## src/hw/rtl/fba_first_zero.sv

```systemverilog
// Finds the lowest clear bit of a bitmap word among the bits still in range.
// No dependencies.
module fba_first_zero #(
	parameter int WORD_BITS = 32,
	parameter int BW        = 5
) (
	input  logic [WORD_BITS-1:0] word,
	input  logic [15:0]          bits_left,
	output logic                 found,
	output logic [BW-1:0]        bit_idx
);

	logic [WORD_BITS-1:0] avail;

	// bit i is eligible when free and below the managed count
	always_comb begin
		for (int i = 0; i < WORD_BITS; i++) begin
			avail[i] = !word[i] && (16'(i) < bits_left);
		end
	end

	// priority encode, lowest wins
	always_comb begin
		found   = 1'b0;
		bit_idx = '0;
		for (int i = WORD_BITS - 1; i >= 0; i--) begin
			if (avail[i]) begin
				found   = 1'b1;
				bit_idx = BW'(i);
			end
		end
	end

endmodule

```

## config.mk

```make
export PLATFORM = sky130hd
export DESIGN_NAME = fba_first_zero
export DESIGN_NICKNAME = d
export VERILOG_FILES = /design/src/hw/rtl/fba_first_zero.sv
export SDC_FILE = /design/constraint.sdc
export NUM_CORES = 1
export LEC_CHECK = 0
export BUFFER_PORTS_ARGS = -buffer_cell sky130_fd_sc_hd__buf_4
export CAP_MARGIN = 20
export CORE_ASPECT_RATIO = 1.1
export CORE_MARGIN = 1.5
export CORE_UTILIZATION = 36
export DETAILED_ROUTE_END_ITERATION = 10
export MAX_ROUTING_LAYER = met4
export PLACE_DENSITY = 0.77
export SYNTH_ARGS = -nofsm -noshare
export SYNTH_HDL_FRONTEND = slang
export SYNTH_SLANG_ARGS = --single-unit
```

## constraint.sdc

```tcl
create_clock -name vclk -period 4.4
set_clock_uncertainty 0.2 [all_clocks]
set_input_delay 0.66 -clock vclk [all_inputs]
set_output_delay 0.66 -clock vclk [all_outputs]
set_load 0.01 [all_outputs]
```

==> results of run 1 <==
cell usage in the layout, fill, tap and decap left out, types with 4 or more instances in the layout:
master and n:
sky130_fd_sc_hd__a21oi_1 22, sky130_fd_sc_hd__nand3_1 4, sky130_fd_sc_hd__o211ai_1 4, sky130_fd_sc_hd__inv_1 15
sky130_fd_sc_hd__nand2_1 10, sky130_fd_sc_hd__nor2b_1 7, sky130_fd_sc_hd__o21ai_1 7, sky130_fd_sc_hd__nand4_1 5
sky130_fd_sc_hd__a22o_1 5, sky130_fd_sc_hd__buf_4 55, sky130_fd_sc_hd__a22oi_1 4, sky130_fd_sc_hd__o21ai_0 17
sky130_fd_sc_hd__nor2_1 12
area by class of cell:
class,instances,area share [%]
repair buffers,55,27.52
inverters,15,3.753
well taps,33,2.752
multi-input cells,153,65.97
through the flow:
stage | hold slack (ns) | worst slack, ns | total power, mW | instance area [um2] | cells
final | 1.592 | 0.5943 | 0.1118 | 1500 | 256
after global routing | 1.620 | 0.3869 | 0.1231 | 1500 | 256
after CTS | 1.590 | 0.6398 | 0.1102 | 1500 | 256
after detailed placement | 1.589 | 0.6478 | 0.1097 | 1500 | 256
after global placement | 1.585 | 0.6708 | 0.1089 | 1500 | 256
after floorplan | 1.335 | 1.102 | 0.05540 | 1102 | 181
cell usage after synthesis, types with 2 or more instances:
cell type / count
sky130_fd_sc_hd__clkbuf_1: 9
sky130_fd_sc_hd__a31oi_1: 3
sky130_fd_sc_hd__nor3_2: 2
sky130_fd_sc_hd__maj3_1: 3
sky130_fd_sc_hd__inv_1: 15
sky130_fd_sc_hd__nor2_1: 12
sky130_fd_sc_hd__a22oi_1: 4
sky130_fd_sc_hd__nand2_1: 10
sky130_fd_sc_hd__a21o_1: 2
sky130_fd_sc_hd__nand4_1: 5
sky130_fd_sc_hd__and3b_1: 2
sky130_fd_sc_hd__o21ai_1: 7
sky130_fd_sc_hd__a21oi_1: 22
sky130_fd_sc_hd__buf_2: 3
sky130_fd_sc_hd__o41ai_1: 2
sky130_fd_sc_hd__and3_1: 3
sky130_fd_sc_hd__nand3b_1: 2
sky130_fd_sc_hd__o211ai_1: 4
sky130_fd_sc_hd__o21ai_0: 17
sky130_fd_sc_hd__nor3_1: 3
sky130_fd_sc_hd__nor4_4: 2
sky130_fd_sc_hd__a211oi_1: 2
sky130_fd_sc_hd__nand3_1: 4
sky130_fd_sc_hd__o22ai_1: 3
sky130_fd_sc_hd__nor2b_1: 7
sky130_fd_sc_hd__o31ai_1: 3
sky130_fd_sc_hd__o32ai_1: 2
sky130_fd_sc_hd__a22o_1: 5
sky130_fd_sc_hd__o21bai_1: 2
sky130_fd_sc_hd__a41oi_1: 2
cell families after synthesis:
kind of cell | Yosys count | synth area share (%)
AOI/OAI and AO/OA | 91 | 53.92
buffers and inverters | 28 | 10.21
adders and majority gates | 3 | 2.724
and+or+nand+nor | 59 | 33.15
metal layers:
| layer | share of wire [%] | track usage (%) | up-vias |
|---|---|---|---|
| met1 | 42 | 29.46 | 730 |
| li1 | - | - | 786 |
| met5 | 0 | - | - |
| met4 | 1.0 | 2.439 | 0 |
| met3 | 7.7 | 0.6303 | 4 |
| met2 | 49 | 41.16 | 75 |
final timing paths:
path / depth (start not counted) / end / start / slack (ns)
min: 4 / bit_idx[2] / word[5] / 1.59
max: 9 / bit_idx[0] / bits_left[15] / 0.59
report_power, final:
part	internal [mW]	switching [mW]	leakage [nW]
clock	0	0	0
sequential	0	0	0
combinational	0.0542	0.0576	0.623
total	0.0542	0.0576	0.623
critical path: cells and delay by family:
| kind | cells | cell delay [ns] |
|---|---|---|
| simple gates | 3 | 1.05 |
| compound gates | 4 | 0.95 |
| buf+inv | 2 | 0.28 |
==> impl_results.md, run 1 <==
* Share of post-route cells with drive strength above 1 at 27.35%
* Number of instances in the synthesized netlist at 181
* Final-report max-slew violation count at 0
* Pwr Density at 74.55 nW/um2
* Leakage dissipation at 0.6226 nW
* Share of the clock period used by the worst path after layout at 86.49%
* Status: finished, final reports clean
* Antenna diode instance count at 0
* Area taken by multi-input logic gates at 989.7 um2
* Relative slew slack at 67.29%
* Number of gates given a new drive strength after cts at 0
* Full die area at 3403 um2
* Total Wirelength at 3.756 mm
* Final hold violation count at 0
* Final-layout clock buffer total at 0
* Number of setup buffers added after CTS at 0
* Crit-path cells: buf_4 > nor4_4 > and3_1 > a211oi_1 > a311oi_1 > nor3_1 > o311ai_1 > o21ai_1 > buf_4
* HP Class: input pin to output pin
* Number of antenna violations at the first check in global routing at 0
* Sequential cell area fraction in the yosys report at 0%
* Number of port buffers at 54
* Worst path required time at 3.54 ns
* Initial Utilization at 38.98%
* Num sequential at 0
* Worst path max stage delay at 0.54 ns
* Aggregate global routing overflow at 0
* Number of setup violations in the final report at 0
* Die Span X at 55.76 um
* Number of nets in the final layout at 273
* Post-route minimum period at 3.806 ns
* Remaining design rule violation count at 0
* Peak clock frequency supported by timing at 262.8 MHz
* Critical-path cell with the highest stage delay: sky130_fd_sc_hd__and3_1
* DPL Wire Length at 2.919 mm
* Top-Level Pins at 54
* Fin Setup TNS at 0 ns
* Total of warnings raised by yosys at 0
* Type of element capturing the critical path: output pin
* Cell with the most instances on the worst path: sky130_fd_sc_hd__buf_4
* Count of antenna-violating nets left after detailed routing at 0
* Worst vdd ir at 50.53 uV
* Final GP Congestion at 0.8643
* Pin count of the biggest net entering global routing at 29
* Gr usage total at 22.64%
* Maxcap violations at 0
* Initial DRC count at 64
* Number of detailed-routing iterations run before antenna repair at 4
* Nets in the synthesized netlist at 229
* Cell types with the largest area share after synthesis: sky130_fd_sc_hd__a21oi_1, sky130_fd_sc_hd__o21ai_0, sky130_fd_sc_hd__inv_1
* Quantity of hold-fixing buffers added after cts at 0
* Area taken by flip-flops and latches at 0 um2
* Mean instance size in the synthesized netlist at 6.090 um2
* Setup crit start kind: input pin
* Wire length of the first global-routing pass at 6.203 mm
* Syn Std Cell Area at 1102 um2
* Number of distinct library cells after synthesis at 49
* Vias post-DR at 1595
* Yosys top cell area share at 9.989%
* Library cell occupying the most area in the post-synthesis netlist: sky130_fd_sc_hd__a21oi_1
* Via count of the first global-routing pass at 1348
* Arrival time at the worst endpoint at 2.95 ns
* Num rows at 20
* Layout Area Growth over Synthesis at 36.10%
* Routed wire per std cell at 14.67 um
* RSZ-0062 raised after global routing: no
* Vert. Die Dim at 61.04 um
* Max FO, Critical Path at 15
* Critical path type: input pin to output pin
* Vias/cell at 6.230
* Total core area at 2828 um2
* Final standard cell utilization of the core at 53.05%
* Fillers at 288
* Worst slew pin tran at 0.4907 ns
No activity file was read; power rests on OpenSTA's default activity.
==> run 2, diff against run 1 <==
--- a/config.mk
+++ b/config.mk
@@ -5,7 +5,7 @@
 export SDC_FILE = /design/constraint.sdc
 export NUM_CORES = 1
 export LEC_CHECK = 0
-export BUFFER_PORTS_ARGS = -buffer_cell sky130_fd_sc_hd__buf_4
+export BUFFER_PORTS_ARGS = -buffer_cell sky130_fd_sc_hd__buf_2
 export CAP_MARGIN = 20
 export CORE_ASPECT_RATIO = 1.1
 export CORE_MARGIN = 1.5
==> run 2 against run 1 <==
Worst hold slack worse by 0.0054 ns. Highest routed layer unchanged. First-iteration DRC count grew 17%. Die area unchanged. Cell area down 9.0%. Largest cell class unchanged. Total power fell by 12%. Utilization decreased by 4.8 points. Sequential cell count stayed put.
==> impl_results.md, run 2 (synthesis results as in run 1) <==
* Clock group share of total power at 0% (about the same)
* Number of port buffers at 54 (unchanged)
* Critical path type: input pin to output pin (unchanged)
* Top-Level Pins at 54 (unchanged)
* Initial Utilization at 38.98% (unchanged)
* Number of setup buffers added after CTS at 0 (unchanged)
* Cell Count Post-Placement at 256 (unchanged)
* Fin Setup TNS at 0 ns (unchanged)
* HP Class: input pin to output pin (unchanged)
* Routed wire per std cell at 14.05 um (was 14.67 um)
* Num rows at 20 (unchanged)
* Sequential power share at 0% (about the same)
* Relative slew slack at 67.75% (was 67.29%)
* Post-route minimum period at 3.780 ns (was 3.806 ns)
* Final-report max-slew violation count at 0 (unchanged)
* Leakage dissipation at 0.5784 nW (was 0.6226 nW)
* Internal power component at 0.04124 mW (was 0.05424 mW)
* Maxcap violations at 0 (unchanged)
* Die Span X at 55.76 um (unchanged)
* Number of gates given a new drive strength after cts at 0 (unchanged)
* Critical-path cell with the highest stage delay: sky130_fd_sc_hd__or4b_4 (was sky130_fd_sc_hd__and3_1)
* Net Sw Power at 0.05708 mW (was 0.05759 mW)
* Type of element capturing the critical path: output pin (unchanged)
* Gr usage total at 21.24% (was 22.64%)
* Final standard cell utilization of the core at 48.27% (was 53.05%)
* Vias/cell at 6.094 (was 6.230)
* Commonest cells after routing, fill and taps aside: sky130_fd_sc_hd__buf_2, sky130_fd_sc_hd__a21oi_1, sky130_fd_sc_hd__o21ai_0, sky130_fd_sc_hd__inv_1, sky130_fd_sc_hd__nor2_1 (was sky130_fd_sc_hd__buf_4, sky130_fd_sc_hd__a21oi_1, sky130_fd_sc_hd__o21ai_0, sky130_fd_sc_hd__inv_1, sky130_fd_sc_hd__nor2_1)
* Remaining design rule violation count at 0 (unchanged)
* Setup crit start kind: input pin (unchanged)
* Share of post-route cells with drive strength above 1 at 27.35% (unchanged)
* Share of total power consumed by net switching at 58.06% (was 51.50%)
* Wire length of the first global-routing pass at 5.878 mm (was 6.203 mm)
* Count of antenna-violating nets left after detailed routing at 0 (unchanged)
* Crit-path cells: buf_2 > nor4_4 > and4_1 > a21oi_1 > a211oi_2 > or4b_4 > a21oi_1 > nor2_1 > buf_2 (was buf_4 > nor4_4 > and3_1 > a211oi_1 > a311oi_1 > nor3_1 > o311ai_1 > o21ai_1 > buf_4)
* Quantity of hold-fixing buffers added after cts at 0 (unchanged)
* Number of antenna violations at the first check in global routing at 0 (unchanged)
* Status: finished, final reports clean (unchanged)
* Final-layout clock buffer total at 0 (unchanged)
* Cell area after placement at 1365 um2 (was 1500 um2)
* Worst path required time at 3.54 ns (about the same)
* Vert. Die Dim at 61.04 um (unchanged)
* Share of the clock period used by the worst path after layout at 85.92% (was 86.49%)
* Arrival time at the worst endpoint at 2.92 ns (was 2.95 ns)
* Pin count of the biggest net entering global routing at 29 (unchanged)
* DPL Wire Length at 2.820 mm (was 2.919 mm)
* Layout Area Growth over Synthesis at 23.84% (was 36.10%)
* Worst vdd ir at 54.05 uV (was 50.53 uV)
* Initial DRC count at 75 (was 64)
* Finished Layout Cells at 256 (unchanged)
* Full die area at 3403 um2 (unchanged)
* Vias post-DR at 1560 (was 1595)
* Antenna diode instance count at 0 (unchanged)
* Worst path max stage delay at 0.51 ns (was 0.54 ns)
* Crit path buffers/inverters at 2 (unchanged)
* Final Cell Area at 1365 um2 (was 1500 um2)
* Final hold violation count at 0 (unchanged)
* Via count of the first global-routing pass at 1403 (was 1348)
* Total Wirelength at 3.598 mm (was 3.756 mm)
* Area taken by flip-flops and latches at 0 um2 (unchanged)
* Worst slew pin tran at 0.4838 ns (was 0.4907 ns)
* Most common cell after layout, fill and taps aside: sky130_fd_sc_hd__buf_2 (was sky130_fd_sc_hd__buf_4)
* Number of nets in the final layout at 273 (unchanged)
* Aggregate global routing overflow at 0 (unchanged)
* Num sequential at 0 (unchanged)
* Number of detailed-routing iterations run before antenna repair at 6 (was 4)
* Pwr Density at 72.03 nW/um2 (was 74.55 nW/um2)
* Number of setup violations in the final report at 0 (unchanged)
* Peak clock frequency supported by timing at 264.5 MHz (was 262.8 MHz)
* Final GP Congestion at 0.9586 (was 0.8643)
* Max FO, Critical Path at 9 (was 15)
* Total core area at 2828 um2 (unchanged)
* RSZ-0062 raised after global routing: no (unchanged)
* Family with the most delay on the worst path: simple AND/OR/NAND/NOR gates (unchanged)
* Combinational share of power at 100.0% (about the same)
-- run 2: cell types whose count changed in the layout (fill, tap and decap cells not counted) --
cell	before	now
sky130_fd_sc_hd__buf_4	55	1
sky130_fd_sc_hd__buf_2	0	54
-- run 2: final timing paths --
check | depth (start not counted) | end | from | slack [ns]
setup / recovery | 9 | bit_idx[3] | bits_left[15] | 0.62
hold / removal | 4 | bit_idx[2] | word[5] | 1.59
-- run 2: power by group through the flow --
stage | Clock, mW | Combinational (mW) | Sequential (mW)
2_1_floorplan | 0 | 0.0554 | 0
3_3_place_gp | 0 | 0.0955 | 0
3_5_place_dp | 0 | 0.0965 | 0
4_1_cts | 0 | 0.0970 | 0
5_1_grt | 0 | 0.109 | 0
6_report | 0 | 0.0983 | 0
-- run 2: per-layer routing --
| layer | vias to the layer above | part of all wire, % | GRT usage (%) |
|---|---|---|---|
| li1 | 785 | - | - |
| met1 | 700 | 43 | 25.41 |
| met2 | 71 | 49 | 39.29 |
| met3 | 4 | 7.3 | 2.101 |
| met4 | 0 | 0.92 | 4.530 |
| met5 | - | 0 | - |
-- run 2: area by class of cell --
class / count / area, um2
inverters: 15 / 56.30
fillers: 313 / 1463
repair buffers: 55 / 277.8
well taps: 33 / 41.29
multi-input cells: 153 / 989.7
-- run 2: stage by stage --
stage	hold slack [ns]	setup WS [ns]	total power, mW
detailed placement	1.587	0.6653	0.09646
global route	1.627	0.4693	0.1093
CTS	1.588	0.6605	0.09696
global placement	1.582	0.6650	0.09551
floorplan	1.335	1.102	0.05540
finish	1.586	0.6195	0.09832
